File: src/rtl/core/scancode_line_editor_assert.svh
// assertion macros used by the scle_edit module of the scancode line editor
`ifndef SCANCODE_LINE_EDITOR_ASSERT_SVH
`define SCANCODE_LINE_EDITOR_ASSERT_SVH

// consequent must hold in the same cycle as the antecedent
`define SCLE_ASSERT_SAME(label, ante, cons, msg) \
   label: assert property (@(posedge clock) disable iff (reset) (ante) |-> (cons)) \
      else $error(msg);

// consequent must hold in the cycle after the antecedent
`define SCLE_ASSERT_NEXT(label, ante, cons, msg) \
   label: assert property (@(posedge clock) disable iff (reset) (ante) |=> (cons)) \
      else $error(msg);

`endif

File: src/rtl/core/scle_pkg.sv
// shared types, constants and keymap tables for the scancode line editor
`timescale 1ns / 1ps

package scle_pkg;

   // widths
   localparam int CAP_W  = 9;
   localparam int POS_W  = 8;
   localparam int CHAR_W = 7;
   localparam int CODE_W = 8;
   localparam int KIND_W = 2;

   // largest line buffer the hardware provides
   localparam int LINE_MAX = 256;
   localparam logic [CAP_W-1:0] CAP_CEIL  = CAP_W'((LINE_MAX < 256) ? LINE_MAX : 256);
   localparam logic [CAP_W-1:0] CAP_RESET = 9'd256;

   // scancodes of the shift keys
   localparam logic [CODE_W-1:0] SC_LSHIFT_MAKE  = 8'h2A;
   localparam logic [CODE_W-1:0] SC_RSHIFT_MAKE  = 8'h36;
   localparam logic [CODE_W-1:0] SC_LSHIFT_BREAK = 8'hAA;
   localparam logic [CODE_W-1:0] SC_RSHIFT_BREAK = 8'hB6;

   // keymap size and special characters
   localparam int MAP_SIZE = 58;
   localparam int MAP_IDX_W = $clog2(MAP_SIZE);
   localparam logic [CHAR_W-1:0] KEY_ENTER  = 7'd10;
   localparam logic [CHAR_W-1:0] KEY_BACK   = 7'd8;
   localparam logic [CHAR_W-1:0] PRINT_LOW  = 7'd32;
   localparam logic [CHAR_W-1:0] PRINT_HIGH = 7'd126;

   typedef enum logic [KIND_W-1:0] {
      EV_STORE = 2'd0,
      EV_ERASE = 2'd1,
      EV_END   = 2'd2
   } event_kind_type;

   // decoded scancode
   typedef struct packed {
      logic              shift_set;
      logic              shift_clr;
      logic              has_char;
      logic [CHAR_W-1:0] char_code;
   } dec_type;

   // item waiting in the input register, already decoded
   typedef struct packed {
      logic    valid;
      dec_type dec;
   } item_type;

   // US keymap, no shift
   localparam logic [CHAR_W-1:0] PLAIN_MAP [MAP_SIZE] = '{
      7'h00, 7'h00, 7'h31, 7'h32, 7'h33, 7'h34, 7'h35, 7'h36, 7'h37, 7'h38,
      7'h39, 7'h30, 7'h2D, 7'h3D, 7'h08, 7'h09, 7'h71, 7'h77, 7'h65, 7'h72,
      7'h74, 7'h79, 7'h75, 7'h69, 7'h6F, 7'h70, 7'h5B, 7'h5D, 7'h0A, 7'h00,
      7'h61, 7'h73, 7'h64, 7'h66, 7'h67, 7'h68, 7'h6A, 7'h6B, 7'h6C, 7'h3B,
      7'h27, 7'h60, 7'h00, 7'h5C, 7'h7A, 7'h78, 7'h63, 7'h76, 7'h62, 7'h6E,
      7'h6D, 7'h2C, 7'h2E, 7'h2F, 7'h00, 7'h2A, 7'h00, 7'h20
   };

   // US keymap, shift held
   localparam logic [CHAR_W-1:0] SHIFT_MAP [MAP_SIZE] = '{
      7'h00, 7'h00, 7'h21, 7'h40, 7'h23, 7'h24, 7'h25, 7'h5E, 7'h26, 7'h2A,
      7'h28, 7'h29, 7'h5F, 7'h2B, 7'h08, 7'h09, 7'h51, 7'h57, 7'h45, 7'h52,
      7'h54, 7'h59, 7'h55, 7'h49, 7'h4F, 7'h50, 7'h7B, 7'h7D, 7'h0A, 7'h00,
      7'h41, 7'h53, 7'h44, 7'h46, 7'h47, 7'h48, 7'h4A, 7'h4B, 7'h4C, 7'h3A,
      7'h22, 7'h7E, 7'h00, 7'h7C, 7'h5A, 7'h58, 7'h43, 7'h56, 7'h42, 7'h4E,
      7'h4D, 7'h3C, 7'h3E, 7'h3F, 7'h00, 7'h2A, 7'h00, 7'h20
   };

endpackage

File: src/rtl/core/scle_front.sv
// input register, shift flag and keymap lookup
`timescale 1ns / 1ps

module scle_front (
   input  logic                            clock,
   input  logic                            reset,
   input  logic                            req_valid,
   output logic                            req_stall,
   input  logic [scle_pkg::CODE_W-1:0]     req_scan_byte,
   input  logic                            take,
   output scle_pkg::item_type              item
);
   import scle_pkg::*;

   logic              in_valid_ff, in_valid_in;
   logic [CODE_W-1:0] code_ff, code_in;
   logic              shift_ff, shift_in;
   logic              load;
   dec_type           dec;
   logic [CHAR_W-1:0] map_char;

   // input register frees up when its item moves on
   assign req_stall = in_valid_ff && !take;
   assign load      = req_valid && !req_stall;

   always_comb begin
      in_valid_in = in_valid_ff;
      code_in     = code_ff;
      if (load) begin
         in_valid_in = 1'b1;
         code_in     = req_scan_byte;
      end else if (take) begin
         in_valid_in = 1'b0;
      end
   end

   // keymap lookup on the held scancode
   always_comb begin
      map_char = shift_ff ? SHIFT_MAP[code_ff[MAP_IDX_W-1:0]]
                          : PLAIN_MAP[code_ff[MAP_IDX_W-1:0]];
      dec           = '0;
      dec.shift_set = (code_ff == SC_LSHIFT_MAKE) || (code_ff == SC_RSHIFT_MAKE);
      dec.shift_clr = (code_ff == SC_LSHIFT_BREAK) || (code_ff == SC_RSHIFT_BREAK);
      if (!dec.shift_set && code_ff < CODE_W'(MAP_SIZE)) begin
         dec.has_char  = (map_char != '0);
         dec.char_code = map_char;
      end
   end

   // shift flag follows items in order as they leave the input register
   always_comb begin
      shift_in = shift_ff;
      if (take && dec.shift_set) begin
         shift_in = 1'b1;
      end else if (take && dec.shift_clr) begin
         shift_in = 1'b0;
      end
   end

   always_ff @(posedge clock) begin
      if (reset) begin
         in_valid_ff <= 1'b0;
         shift_ff    <= 1'b0;
      end else begin
         in_valid_ff <= in_valid_in;
         shift_ff    <= shift_in;
      end
      code_ff <= code_in;
   end

   assign item.valid = in_valid_ff;
   assign item.dec   = dec;

endmodule

File: src/rtl/core/scle_edit.sv
// line editor: capacity register, line position and result register
`timescale 1ns / 1ps
`include "scancode_line_editor_assert.svh"

module scle_edit (
   input  logic                            clock,
   input  logic                            reset,
   input  scle_pkg::item_type              item,
   output logic                            take,
   input  logic                            csr_write_en,
   input  logic [scle_pkg::CAP_W-1:0]      csr_write_data,
   output logic                            rsp_valid,
   input  logic                            rsp_stall,
   output logic [scle_pkg::KIND_W-1:0]     rsp_event_kind,
   output logic [scle_pkg::CHAR_W-1:0]     rsp_char_code,
   output logic [scle_pkg::POS_W-1:0]      rsp_position
);
   import scle_pkg::*;

   logic [CAP_W-1:0]  cap_ff, cap_in;
   logic [POS_W-1:0]  line_pos_ff, line_pos_in;
   logic              rsp_valid_ff, rsp_valid_in;
   event_kind_type    kind_ff, kind_in;
   logic [CHAR_W-1:0] char_ff, char_in;
   logic [POS_W-1:0]  pos_ff, pos_in;
   logic [CAP_W-1:0]  cap_clamped;
   logic [CAP_W-1:0]  store_limit;
   logic              emit;
   logic              printable;

   // item moves on when the result register is empty or being emptied
   assign take = item.valid && (!rsp_valid_ff || !rsp_stall);

   // capacity register
   assign cap_in = csr_write_en ? csr_write_data : cap_ff;

   // characters allowed in a line
   assign cap_clamped = (cap_ff > CAP_CEIL) ? CAP_CEIL : cap_ff;
   assign store_limit = (cap_clamped == '0) ? '0 : cap_clamped - 1'b1;
   assign printable   = (item.dec.char_code >= PRINT_LOW) &&
                        (item.dec.char_code <= PRINT_HIGH);

   // editing decision
   always_comb begin
      emit        = 1'b0;
      line_pos_in = line_pos_ff;
      kind_in     = kind_ff;
      char_in     = char_ff;
      pos_in      = pos_ff;
      if (take && item.dec.has_char) begin
         if (item.dec.char_code == KEY_ENTER) begin
            emit        = 1'b1;
            kind_in     = EV_END;
            char_in     = '0;
            pos_in      = line_pos_ff;
            line_pos_in = '0;
         end else if (item.dec.char_code == KEY_BACK) begin
            if (line_pos_ff != '0) begin
               emit        = 1'b1;
               kind_in     = EV_ERASE;
               char_in     = '0;
               pos_in      = line_pos_ff - 1'b1;
               line_pos_in = line_pos_ff - 1'b1;
            end
         end else if (printable && ({1'b0, line_pos_ff} < store_limit)) begin
            emit        = 1'b1;
            kind_in     = EV_STORE;
            char_in     = item.dec.char_code;
            pos_in      = line_pos_ff;
            line_pos_in = line_pos_ff + 1'b1;
         end
      end
   end

   // result register valid
   always_comb begin
      rsp_valid_in = rsp_valid_ff;
      if (take) begin
         rsp_valid_in = emit;
      end else if (rsp_valid_ff && !rsp_stall) begin
         rsp_valid_in = 1'b0;
      end
   end

   always_ff @(posedge clock) begin
      if (reset) begin
         cap_ff       <= CAP_RESET;
         line_pos_ff  <= '0;
         rsp_valid_ff <= 1'b0;
      end else begin
         cap_ff       <= cap_in;
         line_pos_ff  <= line_pos_in;
         rsp_valid_ff <= rsp_valid_in;
      end
      kind_ff <= kind_in;
      char_ff <= char_in;
      pos_ff  <= pos_in;
   end

   assign rsp_valid      = rsp_valid_ff;
   assign rsp_event_kind = kind_ff;
   assign rsp_char_code  = char_ff;
   assign rsp_position   = pos_ff;

   // a held result always matches the line position it left behind
   `SCLE_ASSERT_SAME(a_end_clears_line, rsp_valid_ff && kind_ff == EV_END,
      line_pos_ff == '0 && char_ff == '0, "line end left a non-empty line")
   `SCLE_ASSERT_SAME(a_erase_length, rsp_valid_ff && kind_ff == EV_ERASE,
      line_pos_ff == pos_ff && char_ff == '0, "erase length disagrees with line")
   `SCLE_ASSERT_SAME(a_store_slot, rsp_valid_ff && kind_ff == EV_STORE,
      {1'b0, line_pos_ff} == {1'b0, pos_ff} + 9'd1, "stored slot disagrees with line")
   `SCLE_ASSERT_SAME(a_store_printable, rsp_valid_ff && kind_ff == EV_STORE,
      char_ff >= PRINT_LOW && char_ff <= PRINT_HIGH, "stored character not printable")
   `SCLE_ASSERT_NEXT(a_no_repeat, rsp_valid_ff && !rsp_stall && !take,
      !rsp_valid_ff, "taken result shown again")

endmodule

File: src/rtl/core/scancode_line_editor.sv
// set-1 scancode decoder feeding a line editor
// scancodes wait in the input register, their results in the result register
// throughput: one scancode per cycle while rsp is not stalled
// a stalled result holds the input register, which then stalls req
// reset (synchronous): shift released, empty line, capacity 256, no item held
`timescale 1ns / 1ps

module scancode_line_editor (
   input  logic                            clock,
   input  logic                            reset,
   input  logic                            req_valid,
   output logic                            req_stall,
   input  logic [scle_pkg::CODE_W-1:0]     req_scan_byte,
   output logic                            rsp_valid,
   input  logic                            rsp_stall,
   output logic [scle_pkg::KIND_W-1:0]     rsp_event_kind,
   output logic [scle_pkg::CHAR_W-1:0]     rsp_char_code,
   output logic [scle_pkg::POS_W-1:0]      rsp_position,
   input  logic                            csr_write_en,
   input  logic [scle_pkg::CAP_W-1:0]      csr_write_data
);
   import scle_pkg::*;

   item_type item;
   logic     take;

   // input register and keymap
   scle_front u_front (
      .clock         (clock),
      .reset         (reset),
      .req_valid     (req_valid),
      .req_stall     (req_stall),
      .req_scan_byte (req_scan_byte),
      .take          (take),
      .item          (item)
   );

   // line editor and result register
   scle_edit u_edit (
      .clock          (clock),
      .reset          (reset),
      .item           (item),
      .take           (take),
      .csr_write_en   (csr_write_en),
      .csr_write_data (csr_write_data),
      .rsp_valid      (rsp_valid),
      .rsp_stall      (rsp_stall),
      .rsp_event_kind (rsp_event_kind),
      .rsp_char_code  (rsp_char_code),
      .rsp_position   (rsp_position)
   );

endmodule
File: config.mk
export PLATFORM = sky130hd
export DESIGN_NAME = scancode_line_editor
export DESIGN_NICKNAME = d
export VERILOG_FILES = /design/src/rtl/core/scle_pkg.sv /design/src/rtl/core/scle_front.sv /design/src/rtl/core/scle_edit.sv /design/src/rtl/core/scancode_line_editor.sv
export VERILOG_INCLUDE_DIRS = /design/src /design/src/rtl/core
export SDC_FILE = /design/constraint.sdc
export NUM_CORES = 1
export LEC_CHECK = 0
export ABC_AREA = 1
export BUFFER_PORTS_ARGS = -buffer_cell sky130_fd_sc_hd__buf_2
export CAP_MARGIN = 15
export CORE_MARGIN = 2
export CORE_UTILIZATION = 64
export CTS_CLUSTER_SIZE = 30
export DETAILED_ROUTE_END_ITERATION = 7
export GPL_ROUTABILITY_DRIVEN = 0
export PLACE_DENSITY = 0.91
export REMOVE_ABC_BUFFERS = 1
export SLEW_MARGIN = 20
export SYNTH_ARGS = -nofsm -noshare
export SYNTH_HDL_FRONTEND = slang
export SYNTH_SLANG_ARGS = --single-unit
File: constraint.sdc
create_clock -name clock -period 7 [get_ports clock]
set_input_delay 0.35 -clock clock [delete_from_list [all_inputs] [get_ports clock]]
set_output_delay 0.35 -clock clock [all_outputs]
set_load 0.02 [all_outputs]
==> results by group <==
Timing
  – Fin Clk Skew: 14.1 ps
  – Worst slew pin tran: 918 ps
  – Hold Violations, Final: 0
  – Max-slew headroom: 38.8%
  – Final worst slack: 3140 ps
  – Setup_tns: 0 ps
  – Period Utilization, post-route: 55.2%
  – RSZ-0062 raised after global routing: no
  – Count of final max-slew check failures: 0
  – Max frequency: 259 MHz
  – # setup viols final: 0
  – Min Tclk post-route: 3860 ps

Cells and area
  – Post-Layout Cell Count: 662
  – Synth-to-Final Area Change: 7.08%
  – Post-route cell area: 3990 µm²
  – Final nets: 633
  – Layout cells sized above 1: 12.2%
  – Register area: 1150 µm²
  – Antenna cell count: 0
  – Fill cell count: 451
  – Multi-input gate area: 2190 µm²

Placement
  – # port buffers: 40
  – Placed cell areas: 3870 µm²
  – Pre-CTS setup slack: 3140 ps
  – Post-DP HPWL: 6520 µm
  – Placed Cells: 654

Synthesis
  – Yosys top cell area share: 20.1%
  – Most area-hungry cell type in the Yosys netlist: edfxtp_1
  – Syn Std Cell Area: 3730 µm²
  – Synth area leaders: edfxtp_1 20%, nand2_1 16%, dfxtp_1 11%
  – Count of different cell masters after synthesis: 34
  – Synth Warn #: 0
  – Synth Register Bits: 45
  – Mapped Cells: 563
  – Syn_area_per_cell: 6.62 µm²
  – Sequential element share of the synthesized area: 30.9%
  – Synth top cells by count: 155 x nand2_1, 72 x nand3_1, 66 x nor2_1
  – Most frequent cell after synthesis: nand2_1
  – Post-synth EDFFs: 25
  – Async S/R FF share, synth: 0%
  – Primary FF master, synth: edfxtp_1

Power
  – Power density over the cells: 164 nW/µm²
  – Max VDD drop: 0.162 mV
  – Lkg Pwr: 2.01 nW
  – Total power: 0.655 mW

Setup path
  – CP Max Fanout: 17
  – CP cell instances: nor4_1, a21oi_1, inv_1, nand2_1, ha_1, and2_1, nand2_1, inv_1, o21ai_0, ha_1, a21oi_1, o21ai_0, o21ai_0, nand3_1, nand2_2, nand2_1, inv_1
  – FF-to-FF Start: u_edit.cap_ff[4]
  – WP data arrival: 3790 ps
  – Reg2reg end: u_edit.rsp_char_code[2]
  – Critical path class: register to register
  – R2R setup slack: 3140 ps
  – R2R depth: 17
  – Crit-path slowest cell: inv_1
  – CP startpoint kind: register
  – Critical Path Max Stage Delay: 460 ps
  – CP required: 6930 ps
  – CP Capture Type: register

Clock tree
  – Reg clk slew, reported paths: 80 ps
  – Clk_lat worst skew: 300 ps
  – CTS tree: built
  – CTS Buf Count: 5
  – Clk buf depth: 2
  – # clock sinks: 45
  – Clock tree root buffer cell: clkbuf_8
  – Post-CTS setup buffer count: 0
  – Hold_buf cts: 0
  – Post_cts resized: 0
  – H-tree Lvls: 2

Drt
  – Via count: 3822
  – DR pass1 iterations: 6
  – Number of antenna-violating nets in the routed design: 0
  – Via/cell ratio: 5.77
  – Initial DRC Count: 617
  – Routed WL: 8740 µm
  – DR WL/cell: 13.2 µm
  – DRC violations left: 0

Global route
  – Gr ovfl total: 0
  – Largest net degree at the start of global routing: 29
  – Gr usage total: 28.1%
  – Global-route wire length before repair: 14700 µm
  – Initial antenna violation count: 0
  – Vias in the first global route: 3434

Min path
  – Worst hold start: req_scan_byte[0]
  – Hold path depth: 1
  – Hold endpoint: u_front.code_ff[0]
  – Worst Hold Class: input port to register

Floorplanning
  – Area of the core: 5570 µm²
  – Die width: 80.3 µm
  – Die Y: 80.3 µm
  – Site row count: 27
  – I/O pins: 41
  – Starting Density: 66.9%
  – Die area: 6450 µm²

Flow run
  – Max-Cap Viols: 0

Outcome
  – Outcome: finished, final reports clean
==> state kept, by name, indices dropped and copies added, names as in the netlist <==
signal	flops
u_edit.cap_ff	9
u_edit.line_pos_ff	8
u_edit.rsp_char_code	7
u_edit.rsp_event_kind	2
u_edit.rsp_position	8
u_edit.rsp_valid	1
u_front.code_ff	8
u_front.in_valid_ff	1
u_front.shift_ff	1
==> power by group <==
group          internal (mW)  total [mW]  switching [mW]
Sequential             0.287       0.302          0.0150
Combinational         0.0509       0.151          0.0997
Clock                  0.116       0.202          0.0862
==> routing by layer <==
metal	track usage [%]	wire length, µm	up-vias
met1	38.2	3800	1661
met4	8.14	227	0
met2	46.0	3850	231
met3	4.94	861	40
li1	-	-	1890
met5	0	0	-
==> per-stage QoR <==
stage	hold slack, ps	utilization [%]
finish	227	71.6
global route	222	71.6
CTS	227	71.6
detailed placement	526	69.5
global placement	507	69.5
floorplan	419	-
==> worst max-delay path by stage <==
stage | start | to | slack, ps | cells past startpoint
5_1_grt | u_edit.cap_ff[4] | u_edit.rsp_char_code[0] | 2830 | 17
2_1_floorplan | u_edit.cap_ff[4] | u_edit.rsp_char_code[0] | 3720 | 17
6_report | u_edit.cap_ff[4] | u_edit.rsp_char_code[2] | 3140 | 17
3_5_place_dp | u_edit.cap_ff[4] | u_edit.rsp_position[6] | 3140 | 17
3_3_place_gp | u_edit.cap_ff[4] | u_edit.rsp_position[7] | 3440 | 17
4_1_cts | u_edit.cap_ff[4] | u_edit.rsp_char_code[5] | 3120 | 17
==> placed cells by master, fill, tap and decap left out <==
cell / n
a21oi_1: 32
a22o_1: 1
and2_1: 1
and3_1: 1
buf_2: 40
bufinv_16: 1
clkbuf_8: 6
clkinv_1: 1
dfxtp_1: 20
edfxtp_1: 25
ha_1: 22
inv_1: 53
inv_2: 7
inv_4: 3
nand2_1: 155
nand2_2: 5
nand3_1: 72
nand3_2: 2
nand3b_1: 2
nand4_1: 8
nor2_1: 66
nor2_2: 3
nor2_4: 2
nor2_8: 1
nor3_1: 8
nor4_1: 2
o211ai_1: 1
o21ai_0: 25
o21ai_1: 9
or2_2: 2
xnor2_1: 3
xor2_1: 11
==> kinds of logic after synthesis <==
group	count (synthesis)	share of synthesized area, %
AOI/OAI and AO/OA	68	9.30
and+or+nand+nor	330	38.8
buffers and inverters	84	10.4
adders and majority gates	22	7.38
DFF	45	30.9
xor gates and xnor gates	14	3.29
==> cell type report <==
class | count | share of cell area, %
flip-flops and latches | 45 | 28.8
clock buffers | 6 | 2.07
repair buffers | 40 | 5.02
clock inverters | 2 | 0.909
multi-input cells | 434 | 54.9
well taps | 72 | 2.26
inverters | 63 | 6.05
==> worst max-delay path: cells and delay by family (launching register included) <==
family | cells | cell delay (ps)
flops | 1 | 350
buf+inv | 3 | 700
compound gates | 5 | 740
fa+ha+maj | 2 | 510
simple gates | 7 | 1210
Note: power is estimated with default switching activity, not from simulation.
